[config.mk]
export PLATFORM = sky130hd
export DESIGN_NAME = spf_ctrl
export DESIGN_NICKNAME = d
export VERILOG_FILES = /design/src/sv/spf_pkg.sv /design/src/sv/spf_ctrl.sv
export SDC_FILE = /design/constraint.sdc
export NUM_CORES = 1
export LEC_CHECK = 0
export ABC_AREA = 1
export BUFFER_PORTS_ARGS = -buffer_cell sky130_fd_sc_hd__clkbuf_2
export CELL_PAD_IN_SITES_DETAIL_PLACEMENT = 0
export CELL_PAD_IN_SITES_GLOBAL_PLACEMENT = 1
export CORE_ASPECT_RATIO = 0.9
export CORE_MARGIN = 2
export CORE_UTILIZATION = 30
export CTS_BUF_LIST = sky130_fd_sc_hd__clkbuf_4
export CTS_CLUSTER_DIAMETER = 60
export DETAILED_ROUTE_END_ITERATION = 10
export PLACE_DENSITY_LB_ADDON = 0.1
export SLEW_MARGIN = 20
export SYNTH_ARGS = -nofsm -noshare
export SYNTH_HDL_FRONTEND = slang
export SYNTH_SLANG_ARGS = --single-unit
[constraint.sdc]
create_clock -name clk -period 2.7 [get_ports clk]
set_input_delay 0.54 -clock clk [delete_from_list [all_inputs] [get_ports clk]]
set_output_delay 0.54 -clock clk [all_outputs]
set_load 0.02 [all_outputs]
[src/sv/spf_pkg.sv]
package spf_pkg;

    localparam int DEF_BLOCK_ENTRIES = 1024;
    localparam int DEF_ALLOW_ENTRIES = 256;
    localparam int DEF_SEARCH_WINDOW = 64;
    localparam int DEF_MIN_PAYLOAD   = 20;
    localparam int DEF_NUM_QUEUES    = 64;

    localparam logic [15:0] SIP_PORT_RESET = 16'd5060;
    localparam logic [15:0] ETH_TYPE_IPV4  = 16'h0800;
    localparam logic [7:0]  IP_PROTO_UDP   = 8'd17;

    localparam logic [2:0] CMD_FRAME        = 3'd0;
    localparam logic [2:0] CMD_ADD_BLOCK    = 3'd1;
    localparam logic [2:0] CMD_REMOVE_BLOCK = 3'd2;
    localparam logic [2:0] CMD_ADD_ALLOW    = 3'd3;
    localparam logic [2:0] CMD_REMOVE_ALLOW = 3'd4;
    localparam logic [2:0] CMD_READ_COUNTER = 3'd5;

    localparam logic [1:0] VERDICT_PASS     = 2'd0;
    localparam logic [1:0] VERDICT_DROP     = 2'd1;
    localparam logic [1:0] VERDICT_REDIRECT = 2'd2;

    localparam logic [2:0] REASON_NOT_SIP    = 3'd0;
    localparam logic [2:0] REASON_BLOCKED    = 3'd1;
    localparam logic [2:0] REASON_OPTIONS    = 3'd2;
    localparam logic [2:0] REASON_MALFORMED  = 3'd3;
    localparam logic [2:0] REASON_REDIRECTED = 3'd4;
    localparam logic [2:0] REASON_PASSED     = 3'd5;

    localparam logic [1:0] TSTAT_DONE   = 2'd0;
    localparam logic [1:0] TSTAT_FULL   = 2'd1;
    localparam logic [1:0] TSTAT_ABSENT = 2'd2;

    localparam int CNT_OPTIONS    = 0;
    localparam int CNT_REDIRECTED = 1;
    localparam int CNT_PASSED     = 2;
    localparam int CNT_BLOCKED    = 3;
    localparam int CNT_MALFORMED  = 4;
    localparam int NUM_COUNTERS   = 5;

    localparam logic ADDR_QUEUE_MASK = 1'b0;
    localparam logic ADDR_SIP_PORT   = 1'b1;

    typedef enum logic [2:0] {
        ST_IDLE,
        ST_DECODE,
        ST_FRAME_CHK,
        ST_SCAN_RD,
        ST_SCAN_CMP,
        ST_RM_RD,
        ST_RM_WR,
        ST_RESULT
    } spf_state_t;

    typedef enum logic [2:0] {
        RK_NOT_SIP,
        RK_BLOCKED,
        RK_OPT_DROP,
        RK_FINAL,
        RK_TBL_DONE,
        RK_TBL_FULL,
        RK_TBL_ABSENT,
        RK_COUNTER
    } spf_kind_t;

    typedef struct packed {
        logic      accept;
        logic      parse;
        logic      scan_start;
        logic      sel_load;
        logic      sel_allow;
        logic      scan_read;
        logic      scan_next;
        logic      append;
        logic      rm_read;
        logic      rm_write;
        logic      load_result;
        spf_kind_t kind;
    } spf_cmd_t;

    typedef struct packed {
        logic [2:0] cmd;
        logic       last;
        logic       hdr_ok;
        logic       short_payload;
        logic       opt_seen;
        logic       sel_allow;
        logic       hit;
        logic       scan_end;
        logic       full;
        logic       out_free;
    } spf_status_t;

endpackage

[src/sv/spf_ctrl.sv]
module spf_ctrl (
    input  logic                clk,
    input  logic                rst_n,
    input  logic                in_valid,
    output logic                in_stall,
    input  spf_pkg::spf_status_t sts,
    output spf_pkg::spf_cmd_t   ctl
);
    import spf_pkg::*;

    spf_state_t state_reg, state_next;
    spf_kind_t  kind_reg, kind_next;
    logic       is_add;
    logic       is_tbl;

    assign is_add = (sts.cmd == CMD_ADD_BLOCK) || (sts.cmd == CMD_ADD_ALLOW);
    assign is_tbl = (sts.cmd == CMD_ADD_BLOCK) || (sts.cmd == CMD_REMOVE_BLOCK) ||
                    (sts.cmd == CMD_ADD_ALLOW) || (sts.cmd == CMD_REMOVE_ALLOW);

    always_ff @(posedge clk or negedge rst_n)
    begin
        if (!rst_n)
        begin
            state_reg <= ST_IDLE;
            kind_reg  <= RK_NOT_SIP;
        end
        else
        begin
            state_reg <= state_next;
            kind_reg  <= kind_next;
        end
    end

    // next state
    always_comb
    begin
        state_next = state_reg;
        kind_next  = kind_reg;
        case (state_reg)
            ST_IDLE:
            begin
                if (in_valid)
                begin
                    state_next = ST_DECODE;
                end
            end
            ST_DECODE:
            begin
                if (sts.cmd == CMD_FRAME)
                begin
                    state_next = sts.last ? ST_FRAME_CHK : ST_IDLE;
                end
                else if (is_tbl)
                begin
                    state_next = ST_SCAN_RD;
                end
                else if (sts.cmd == CMD_READ_COUNTER)
                begin
                    state_next = ST_RESULT;
                    kind_next  = RK_COUNTER;
                end
                else
                begin
                    state_next = ST_IDLE;
                end
            end
            ST_FRAME_CHK:
            begin
                if (sts.hdr_ok)
                begin
                    state_next = ST_SCAN_RD;
                end
                else
                begin
                    state_next = ST_RESULT;
                    kind_next  = RK_NOT_SIP;
                end
            end
            ST_SCAN_RD:
            begin
                if (!sts.scan_end)
                begin
                    state_next = ST_SCAN_CMP;
                end
                else if (sts.cmd == CMD_FRAME)
                begin
                    if (sts.sel_allow)
                    begin
                        state_next = ST_RESULT;
                        kind_next  = RK_OPT_DROP;
                    end
                    else if (sts.short_payload)
                    begin
                        state_next = ST_RESULT;
                        kind_next  = RK_NOT_SIP;
                    end
                    else if (sts.opt_seen)
                    begin
                        state_next = ST_SCAN_RD;
                    end
                    else
                    begin
                        state_next = ST_RESULT;
                        kind_next  = RK_FINAL;
                    end
                end
                else if (is_add)
                begin
                    state_next = ST_RESULT;
                    kind_next  = sts.full ? RK_TBL_FULL : RK_TBL_DONE;
                end
                else
                begin
                    state_next = ST_RESULT;
                    kind_next  = RK_TBL_ABSENT;
                end
            end
            ST_SCAN_CMP:
            begin
                if (!sts.hit)
                begin
                    state_next = ST_SCAN_RD;
                end
                else if (sts.cmd == CMD_FRAME)
                begin
                    state_next = ST_RESULT;
                    kind_next  = sts.sel_allow ? RK_FINAL : RK_BLOCKED;
                end
                else if (is_add)
                begin
                    state_next = ST_RESULT;
                    kind_next  = RK_TBL_DONE;
                end
                else
                begin
                    state_next = ST_RM_RD;
                end
            end
            ST_RM_RD:
            begin
                state_next = ST_RM_WR;
            end
            ST_RM_WR:
            begin
                state_next = ST_RESULT;
                kind_next  = RK_TBL_DONE;
            end
            ST_RESULT:
            begin
                if (sts.out_free)
                begin
                    state_next = ST_IDLE;
                end
            end
            default:
            begin
                state_next = ST_IDLE;
            end
        endcase
    end

    // outputs
    always_comb
    begin
        ctl      = '0;
        ctl.kind = kind_reg;
        in_stall = (state_reg != ST_IDLE);
        case (state_reg)
            ST_IDLE:
            begin
                ctl.accept = in_valid;
            end
            ST_DECODE:
            begin
                ctl.parse      = (sts.cmd == CMD_FRAME);
                ctl.scan_start = is_tbl;
                ctl.sel_load   = is_tbl;
                ctl.sel_allow  = (sts.cmd == CMD_ADD_ALLOW) ||
                                 (sts.cmd == CMD_REMOVE_ALLOW);
            end
            ST_FRAME_CHK:
            begin
                ctl.scan_start = 1'b1;
                ctl.sel_load   = 1'b1;
                ctl.sel_allow  = 1'b0;
            end
            ST_SCAN_RD:
            begin
                ctl.scan_read = !sts.scan_end;
                if (sts.scan_end && sts.cmd == CMD_FRAME && !sts.sel_allow &&
                    !sts.short_payload && sts.opt_seen)
                begin
                    ctl.scan_start = 1'b1;
                    ctl.sel_load   = 1'b1;
                    ctl.sel_allow  = 1'b1;
                end
                ctl.append = sts.scan_end && is_add && !sts.full;
            end
            ST_SCAN_CMP:
            begin
                ctl.scan_next = !sts.hit;
            end
            ST_RM_RD:
            begin
                ctl.rm_read = 1'b1;
            end
            ST_RM_WR:
            begin
                ctl.rm_write = 1'b1;
            end
            ST_RESULT:
            begin
                ctl.load_result = sts.out_free;
            end
            default:
            begin
                ctl = '0;
            end
        endcase
    end

endmodule

==> metrics.md <==
| Metric | Value |
|---|---|
| First DRT Iteration DRCs | `24` |
| Worst-path maximum fanout | `6` |
| Net Sw Frac | `0.561` |
| All-layer global routing usage | `0.150` |
| Clock Skews | `0.00357 ns` |
| Post-DP HPWL | `1570 um` |
| Antenna-violating nets left | `0` |
| Syn Area/Cell | `5.69 um2` |
| Slew @ Worst Pin | `0.317 ns` |
| Row count | `16` |
| WS Path Type | `input port to output port` |
| Synth Area in Compound Gates | `0.0775` |
| RR Startpoint | `state_reg[0]` |
| # DRC | `0` |
| Outcome | `finished clean` |
| Crit share post-route | `0.799` |
| Pwr per Cell Area | `1140 mW/mm2` |
| Adder and majority gate portion of the synthesized area | `0.0180` |
| Max-cap viol count | `0` |
| Pre-antenna DRT Iters | `4` |
| #FFs+latches synth | `6` |
| Synth warn | `0` |
| Combinational share of power | `0.721` |
| LEAKAGE | `0.554 nW` |
| Root Buffer | `clkbuf_4` |
| Synth unique cells | `17` |
| Internal power | `0.446 mW` |
| Global route hottest layer | `met2` |
| Met3 usage | `0.0455` |
| Fmax | `463 MHz` |
| Crit path DAT | `1.62 ns` |
| Part of the power in registers | `0.201` |
| I/O pins | `30` |
| Syn Inst Count | `122` |
| Core Region | `0.00218 mm2` |
| Global-route wire length before repair | `3050 um` |
| Fin. max-slew vios | `0` |
| Clock network power share | `0.078` |
| Cts bufs inserted | `3` |
| Number of global-route vias before repair | `727` |
| Ratio of cells with drive above 1 in the final layout | `0.307` |
| Routed WL | `1800 um` |
| RSZ-0062 raised after global routing | `false` |
| Register area | `150 um2` |
| Max-slew headroom | `0.789` |
| IO buf count | `29` |
| Worst hold path class | `input port to asynchronous set/reset pin` |
| DP Area | `866 um2` |
| Nets | `171` |
| Hold Buf Count CTS | `0` |
| Synth top area share | `0.216` |
| Met2 Use GR | `0.228` |
| Final Hold Fails | `0` |
| Syn_nets | `138` |
| Net switching power | `0.569 mW` |
| Clock sinks | `6` |
| Die height | `49.6 um` |
| Initial antenna violation count | `0` |
| Simple-gate area share of the yosys netlist | `0.564` |
| Area growth syn-to-layout | `27.9%` |
| Clk Latency, worst-skew pair | `0.24 ns` |
| Synthesized cell area | `694 um2` |
| CTS tree | `yes` |
| Multi-input logic area | `458 um2` |
| Clock Path Buffers | `2` |
| Fin crit period | `2.16 ns` |
| Die width | `54.7 um` |
| Design Area, Final | `888 um2` |
| Grt met1 use | `0.213` |
| Power Total | `1.02 mW` |
| Die area | `0.00272 mm2` |
| Sequential cell area fraction in the yosys report | `0.216` |
| Worst VDD drop | `0.635 mV` |
| Synth area leader | `dfrtp_1` |
| Post-place setup slack | `0.554 ns` |
| Initial core utilization | `0.318` |
| Mux cell area share after synthesis | `0` |
| Number of fill cells in the layout | `255` |
| H-tree Lvls | `1` |
| DR WL/cell | `10.0 um` |
| Vias | `836` |
| Ranking of synthesized cells by area | `dfrtp_1, nand2_1, nand3_1` |
| Final setup margin | `0.542 ns` |
| Final setup viols | `0` |
| Largest family of logic cells by synthesized area | `simple AND/OR/NAND/NOR gates` |
| Kind of end point of the critical path | `output port` |
| Grt ovf | `0` |
| Largest net degree at the start of global routing | `9` |
| Antenna diode count | `0` |
| Final estimated routing congestion in global placement | `0.824` |
| Post-CTS Repair Setup Buffers | `0` |
| Post-CTS sizing | `0` |
| Clock-pin slew on the worst setup and hold paths | `0.04 ns` |
| R2R setup slack | `1.18 ns` |
| Vias per inst | `4.64` |
| WP data required | `2.16 ns` |
| Setup_tns | `0 ns` |
| Worst r2r path cells | `10` |
| Startpoint Class | `input port` |
| Synth Area in XOR/XNOR | `0` |
| R2R Path End | `kind_reg[1]` |
| Post-route core utilization | `0.407` |
==> layer usage <==
metal / up-vias / wire length (um)
li1: 452 / -
met1: 366 / 910
met2: 18 / 823
met3: 0 / 66
met4: 0 / 0
met5: - / 0
==> worst max path at each step <==
stage,from,to,slack (ns),cells after the start
after floorplan,sts[10],ctl[11],0.69,6
after global placement,sts[9],ctl[10],0.61,7
after detailed placement,sts[9],ctl[10],0.55,7
after CTS,sts[9],ctl[10],0.55,7
after global routing,sts[9],ctl[10],0.36,7
final,sts[9],ctl[10],0.54,7
==> metrics by stage <==
step,cells,hold slack (ns)
floorplan,122,0.244
global placement,177,0.370
detailed placement,177,0.371
CTS,180,0.112
global route,180,0.108
finish,180,0.116
==> worst max-delay path, stage by stage <==
cell	delay, ns
clkbuf_2	0.12
nor2_1	0.22
nand2_1	0.18
inv_2	0.14
nand4_1	0.11
nand3_1	0.12
clkbuf_2	0.17
==> cell usage after synthesis <==
library cell / instances
inv_2: 5
nand3b_1: 1
nand2_1: 37
inv_1: 16
buf_4: 1
dfrtp_1: 6
o21ai_0: 7
nand2_2: 4
nor2_4: 3
o21ai_2: 1
nor2_1: 14
ha_1: 1
nand3_2: 2
a21oi_1: 2
nor3_1: 3
nand3_1: 16
nand4_1: 3
==> power by group through the flow <==
stage	logic, mW	registers (mW)	clock network (mW)
after floorplan	0.540	0.222	0
after global placement	0.745	0.205	0
after detailed placement	0.740	0.205	0
after CTS	0.743	0.203	0.0831
after global routing	0.835	0.215	0.0938
final	0.732	0.204	0.0788
==> placed cells by master, fill, tap and decap left out <==
cell type	n
a21oi_1	2
clkbuf_2	29
clkbuf_4	3
dfrtp_1	6
ha_1	1
inv_1	16
inv_2	5
nand2_1	37
nand2_2	4
nand3_1	16
nand3_2	2
nand3b_1	1
nand4_1	3
nor2_1	14
nor2_4	3
nor3_1	3
o21ai_0	7
o21ai_2	1
==> logic make-up after synthesis <==
family / count (synthesis)
buf+inv: 22
fa+ha+maj: 1
compound gates: 10
flops: 6
simple gates: 83
==> final cells by class <==
| type | count | share of cell area |
|---|---|---|
| Multi-Input combinational cell | 94 | 0.515 |
| Timing Repair Buffer | 29 | 0.163 |
| Inverter | 21 | 0.0887 |
| Tap cell | 27 | 0.0380 |
| Sequential cell | 6 | 0.169 |
| Clock buffer | 3 | 0.0254 |
Note: power is estimated with default switching activity, not from simulation.
